### config.mk
export PLATFORM = sky130hd
export DESIGN_NAME = kphl_fmix
export DESIGN_NICKNAME = d
export VERILOG_FILES = /design/src/hdl/kphl_pkg.sv /design/src/hdl/kphl_fmix.sv
export SDC_FILE = /design/constraint.sdc
export NUM_CORES = 1
export LEC_CHECK = 0
export ABC_AREA = 1
export BUFFER_PORTS_ARGS = -buffer_cell sky130_fd_sc_hd__buf_2
export CORE_MARGIN = 1.5
export CORE_UTILIZATION = 59
export DETAILED_ROUTE_END_ITERATION = 8
export PLACE_DENSITY_LB_ADDON = 0.25
export SYNTH_ARGS = -nofsm -noshare
export SYNTH_HDL_FRONTEND = slang
export SYNTH_SLANG_ARGS = --single-unit
### constraint.sdc
create_clock -name clk -period 6.49 [get_ports clk]
set_input_delay 0.649 -clock clk [delete_from_list [all_inputs] [get_ports clk]]
set_output_delay 0.649 -clock clk [all_outputs]
set_load 0.03 [all_outputs]
### src/hdl/kphl_pkg.sv
// Shared constants for the keyword perfect-hash lookup block.
package kphl_pkg;

  // Default sizing
  localparam int TABLE_SLOTS_DEF     = 256;
  localparam int MAX_KEYWORD_LEN_DEF = 16;

  // Beat field widths
  localparam int MODE_W  = 2;
  localparam int CHAR_W  = 8;
  localparam int SLOT_W  = 8;
  localparam int POS_W   = 4;
  localparam int ELEN_W  = 5;
  localparam int TYPE_W  = 8;
  localparam int HASH_W  = 32;

  // Beat modes
  localparam logic [MODE_W-1:0] MODE_LOOKUP      = 2'd0;
  localparam logic [MODE_W-1:0] MODE_WRITE_CHAR  = 2'd1;
  localparam logic [MODE_W-1:0] MODE_WRITE_ENTRY = 2'd2;

  // FNV-1a and fmix32 constants
  localparam logic [HASH_W-1:0] FNV_BASIS = 32'd2166136261;
  localparam logic [HASH_W-1:0] FNV_MULT  = 32'd16777619;
  localparam logic [HASH_W-1:0] FMIX_C1   = 32'h85ebca6b;
  localparam logic [HASH_W-1:0] FMIX_C2   = 32'hc2b2ae35;

  // Seed register reset value
  localparam logic [HASH_W-1:0] SEED_RESET = 32'd1;

endpackage

### src/hdl/kphl_fmix.sv
// Two-stage fmix32 finaliser applied to hash xor seed.
module kphl_fmix (
  input  logic                         clk,
  input  logic                         rst_n,
  input  logic                         go,
  input  logic [kphl_pkg::HASH_W-1:0]  hash_in,
  input  logic [kphl_pkg::HASH_W-1:0]  seed,
  output logic                         done,
  output logic [kphl_pkg::HASH_W-1:0]  mix
);

  logic [kphl_pkg::HASH_W-1:0] x0;
  logic [kphl_pkg::HASH_W-1:0] x1;
  logic [kphl_pkg::HASH_W-1:0] p1;
  logic [kphl_pkg::HASH_W-1:0] y1;
  logic [kphl_pkg::HASH_W-1:0] p2;
  logic [kphl_pkg::HASH_W-1:0] m1_r;
  logic [kphl_pkg::HASH_W-1:0] m2_r;
  logic                        v1_r;
  logic                        v2_r;

  // First xor-shift and multiply
  assign x0 = hash_in ^ seed;
  assign x1 = x0 ^ (x0 >> 16);
  assign p1 = x1 * kphl_pkg::FMIX_C1;

  // Second xor-shift and multiply
  assign y1 = m1_r ^ (m1_r >> 13);
  assign p2 = y1 * kphl_pkg::FMIX_C2;

  always_ff @(posedge clk) begin
    m1_r <= p1;
    m2_r <= p2;
  end

  // Valid travels alongside the two product registers
  always_ff @(posedge clk) begin
    if (!rst_n) begin
      v1_r <= 1'b0;
      v2_r <= 1'b0;
    end else begin
      v1_r <= go;
      v2_r <= v1_r;
    end
  end

  // Final xor-shift
  assign mix  = m2_r ^ (m2_r >> 16);
  assign done = v2_r;

endmodule

=== Word-level counts from Yosys, hierarchy flattened ===
Index checks and enable logic that the tools add are counted.

* $mul: 2
* Bitwise logic cells: 4

{| class="wikitable"
|+ Operator list
! kind !! count
|-
| 32-bit by 16-bit bitwise XOR with 32-bit output || 2
|-
| 32-bit by 31-bit multiplier with 32-bit output, second input constant || 1
|-
| 32-bit by 32-bit multiplier with 32-bit output, second input constant || 1
|-
| 32-bit by 19-bit bitwise XOR with 32-bit output || 1
|-
| 32-bit bitwise XOR || 1
|}

* Register bits: 66
* Input port bits: 67
* Output and inout port bits: 33
* Logic and storage cells: 10

=== Logic depth before layout (Yosys ltp) ===
* Word-level depth: 3
* Mapped depth: 33

=== Worst setup path before layout ===
Ideal clock, no wire load.

* Path kind: input to register
* Start point: input port hash_in[28] (netlist bit)
* End point: register m1_r[31] (netlist bit)
* Library setup time: 112 ps
* Arrival: 6,596 ps
* Data required time: 6,378 ps
* Setup slack: -218 ps
* Stages on the path: 25
* Cell sequence: inv_1 -> nand2_1 -> nand2_1 -> xnor2_1 -> inv_1 -> fa_1 -> fa_1 -> fa_1 -> fa_1 -> fa_1 -> fa_1 -> fa_1 -> inv_1 -> fa_1 -> inv_1 -> ha_1 -> nand2_1 -> nor3_1 -> nand2_1 -> nor4_1 -> nand2_1 -> nand3_2 -> inv_1 -> nand3_1 -> nand2_1

* Cells in the longest elaborated chain, start to end: 3

{| class="wikitable"
|+ Ends and longest elaborated chain
! what !! RTL line !! source
|-
| start, declared || kphl_fmix.sv:6 || <nowiki>input logic [kphl_pkg::HASH_W-1:0] hash_in,</nowiki>
|-
| 32-bit bitwise XOR || kphl_fmix.sv:23 || <nowiki>assign x0 = hash_in ^ seed;</nowiki>
|-
| 32-bit by 16-bit bitwise XOR with 32-bit output || kphl_fmix.sv:24 || <nowiki>assign x1 = x0 ^ (x0 >> 16);</nowiki>
|-
| 32-bit by 32-bit multiplier with 32-bit output || kphl_fmix.sv:25 || <nowiki>assign p1 = x1 * kphl_pkg::FMIX_C1;</nowiki>
|-
| net p1 (one bit) || kphl_fmix.sv:14 || <nowiki>logic [kphl_pkg::HASH_W-1:0] p1;</nowiki>
|-
| end signal, assigned || kphl_fmix.sv:32 || <nowiki>m1_r <= p1;</nowiki>
|-
| end, declared || kphl_fmix.sv:17 || <nowiki>logic [kphl_pkg::HASH_W-1:0] m1_r;</nowiki>
|}

The timed path passes the listed nets, and every way through them passes these cells.
A chain may end at the register's enable or synchronous reset.

=== Final worst setup path ===
* Start point: input port seed[9] (netlist bit)
* End point: register m1_r[30] (netlist bit)

* Cells in the longest elaborated chain, start to end: 3

{| class="wikitable"
|+ Ends and longest elaborated chain
! what !! RTL line !! source
|-
| start, declared || kphl_fmix.sv:7 || <nowiki>input logic [kphl_pkg::HASH_W-1:0] seed,</nowiki>
|-
| 32-bit bitwise XOR || kphl_fmix.sv:23 ||
|-
| 32-bit by 16-bit bitwise XOR with 32-bit output || kphl_fmix.sv:24 ||
|-
| 32-bit by 32-bit multiplier with 32-bit output || kphl_fmix.sv:25 ||
|-
| net p1 (one bit) || kphl_fmix.sv:14 ||
|}

The timed path passes the listed nets, and every way through them passes these cells.

==> flow_metrics.tcl <==
set metrics [dict create \
    yosysSeqAreaShare 0.0646 \
    hp-class "flop to flop" \
    ctsHoldBuffers 0 \
    avgSynthCellArea_um2 9.17 \
    final_nets 3465 \
    worst_slack_ns -0.0165 \
    wl_mm 63.2 \
    violations "setup timing" \
    cts.sink_count 66 \
    synth_edf_count 0 \
    finalInstanceArea_um2 25200 \
    viasPerCell 5.15 \
    grt_pass1_vias 17286 \
    first_iter_violations 675 \
    num_vias 15909 \
    syn_inst 2231 \
    placed_cell_area_um2 23600 \
    cts_buffers 9 \
    cp_max_fo 3 \
    cap_violations 0 \
    core_region_area_um2 34400 \
    drc 0 \
    ios 100 \
    cts-root-buf "clkbuf_16" \
    max_freq_mhz 154 \
    start_util 0.595 \
    n_antenna_cell 0 \
    multi_input_area_um2 17200 \
    maxSlewViolCount 0 \
    worstSetupPathType "primary input to flop" \
    fp.dieArea_um2 35800 \
    rsz0062_at_grt "true" \
    fin_crit_sh 1.00 \
    clock_path_buffers 2 \
    ant_nets 0 \
    crit_required_ns 6.74 \
    max_slew_margin 0.674 \
    synth_area_um2 20500 \
    outcome "complete, but fails checks" \
    fillCellCount 2608 \
    async_flop_share 0 \
    slowest_delay_ns 0.53 \
    crit_family "adder cells" \
    regArea_um2 1330 \
    synth-warning-count 0 \
    layout_min_cycle_time_ns 6.51 \
    finalClockSkew_ns 0.0131 \
    cts_tree "yes" \
    place_congestion 1.04 \
    critPathArrivalTime_ns 6.76 \
    dieWidth_um 189 \
    firstDrtPassIters 5 \
    antenna_found_initial 0 \
    die_h_um 189 \
    synthFlopType "dfxtp_1" \
    ys_seq_elements 66 \
    finalSetupViolCount 3 \
    hold_viol 0 \
    area_growth_pct 22.9 \
    track_usage 0.361 \
    grt_max_degree 13 \
    crit_path_frequent_cell "fa_1" \
    drive_gt1_frac 0.241 \
    dp_hpwl_mm 57.0 \
    ys_types 41 \
    tightestPinTransition_ns 0.486 \
    startpoint_type "primary input" \
    htreeDepth 3 \
    endpoint_kind "flop" \
    grt_pass1_wl_mm 93.5 \
    syn_nets 3065 \
    overflow 0 \
    wire_per_inst_um 20.5 \
    path_buf_inv 8 \
    insertion_delay_ns 0.36 \
    clk_pin_slew_ns 0.07 \
    port-buffer-count 99 \
    core.rowCount 68 \
    crit_slowest_cell "fa_1" \
]
-- synthesized netlist by cell type, types with 2 or more instances --
cell type  instances  area (um^2)
o21ai_0           17         85.1
nand2_1          223          837
inv_2             11         41.3
a21oi_1           50          250
dfxtp_1           66         1320
fa_1             389         7790
a211oi_1           5         37.5
nor2_1            49          184
buf_4             16          120
or2_1              3         18.8
a21oi_2            5         43.8
a31oi_1            3         18.8
o21a_1             3         22.5
a21boi_1           2         15.0
o211ai_1           2         15.0
xnor2_1           72          631
nand4_1            9         56.3
nor3_2             2         20.0
o21ai_1           14         70.1
o21bai_1           5         37.5
nand3b_1           4         30.0
nor3_1             4         20.0
xor2_2             2         32.5
nor2_2             3         18.8
nand2_2            2         12.5
o31ai_1            2         15.0
a21o_1             8         60.1
nand3_1           44          220
ha_1             378         4730
nor4_1             4         25.0
xnor2_2            5         81.3
xor2_1            91          797
inv_1            730         2740
-- layer usage --
| metal | vias to the layer above | part of all wire | GRT usage |
|---|---|---|---|
| li1 | 7371 | - | - |
| met1 | 7774 | 0.33 | 0.360 |
| met2 | 511 | 0.53 | 0.677 |
| met3 | 253 | 0.031 | 0.0269 |
| met4 | 0 | 0.11 | 0.309 |
| met5 | - | 0 | 0 |
-- sequential cells by signal, indices dropped and copies added (netlist names) --
| name | cells |
|---|---|
| m2_r | 32 |
| done | 1 |
| m1_r | 32 |
| v1_r | 1 |
-- repair_timing --
action                                  4_1_cts  5_1_grt
setup buffers                                 3       20
endpoints found under the setup margin        8       24
gates resized for setup                      25      200
endpoints found under the hold margin         0        0
pin swaps                                     7       66
-- path summary, 6_finish.rpt --
check | start | end | slack (ns) | depth (start not counted)
max reg2reg | m1_r[17] | m2_r[30] | 0.18 | 21
min reg2reg | v1_r | done | 0.43 | 2
max | seed[9] | m1_r[30] | -0.02 | 27
min | v1_r | done | 0.43 | 2
-- per-stage QoR --
step	utilization	worst slack, ns	std cells	setup TNS, ns	hold slack (ns)
detailed placement	0.687	-0.815	3054	-5.14	0.420
floorplan	-	-0.0267	2231	-0.0267	0.390
global placement	0.687	-0.704	3054	-4.59	0.404
finish	0.732	-0.0165	3091	-0.0257	0.425
global route	0.732	-0.313	3091	-1.24	0.442
CTS	0.701	-0.0395	3073	-0.0942	0.436
-- cells by family (layout without fill, tap and decap cells) --
logic type,Yosys count,count (layout),share of synthesized area
XOR/XNOR,170,170,0.0753
AND/OR/NAND/NOR,351,351,0.0719
buffers and inverters,757,1162,0.142
flip-flops,66,66,0.0646
adder cells (fa/ha/maj),767,767,0.612
AO/OA/AOI/OAI,120,120,0.0348
-- area by class of cell --
type                       count  area share
timing repair buffer         405       0.115
inverter                     741       0.111
clock inverter                 6     0.00458
clock buffer                  10     0.00910
sequential                    66      0.0530
multi-input combinational   1408       0.685
tap                          455      0.0226
-- worst reg2reg max path, stage by stage (launching register included) --
cell,delay [ns]
dfxtp_2,0.35
xor2_1,0.16
buf_4,0.16
ha_1,0.30
inv_1,0.06
fa_1,0.54
fa_1,0.56
inv_1,0.05
fa_1,0.52
fa_1,0.68
fa_1,0.48
fa_1,0.51
inv_1,0.05
fa_1,0.47
inv_1,0.04
ha_1,0.29
buf_4,0.16
a21oi_1,0.16
o21ai_0,0.14
a221oi_1,0.23
nand2_1,0.10
xor2_1,0.17
-- cells in the final DEF (no fill, tap or decap), types with 5 or more instances in the layout --
cell type,Yosys,layout
dfxtp_1,66,56
fa_1,389,370
nand4_1,9,9
a21o_1,8,8
a21oi_1,50,38
nand2_1,223,201
nor2_2,3,10
ha_1,378,352
inv_1,730,699
clkbuf_16,0,9
nor2_1,49,40
dfxtp_2,0,10
xnor2_2,5,20
xor2_1,91,78
xor2_2,2,11
nand3_2,1,6
inv_2,11,39
fa_2,0,19
nand2_4,0,5
buf_4,16,297
o21ai_1,14,15
nand2_2,2,18
xnor2_1,72,53
a21oi_2,5,16
buf_2,0,92
nand3_1,44,39
ha_4,0,25
o21ai_0,17,14
buf_6,0,14
Power is not shown: default switching activity piles up to over one toggle a cycle in this logic, so the estimate is an artifact.
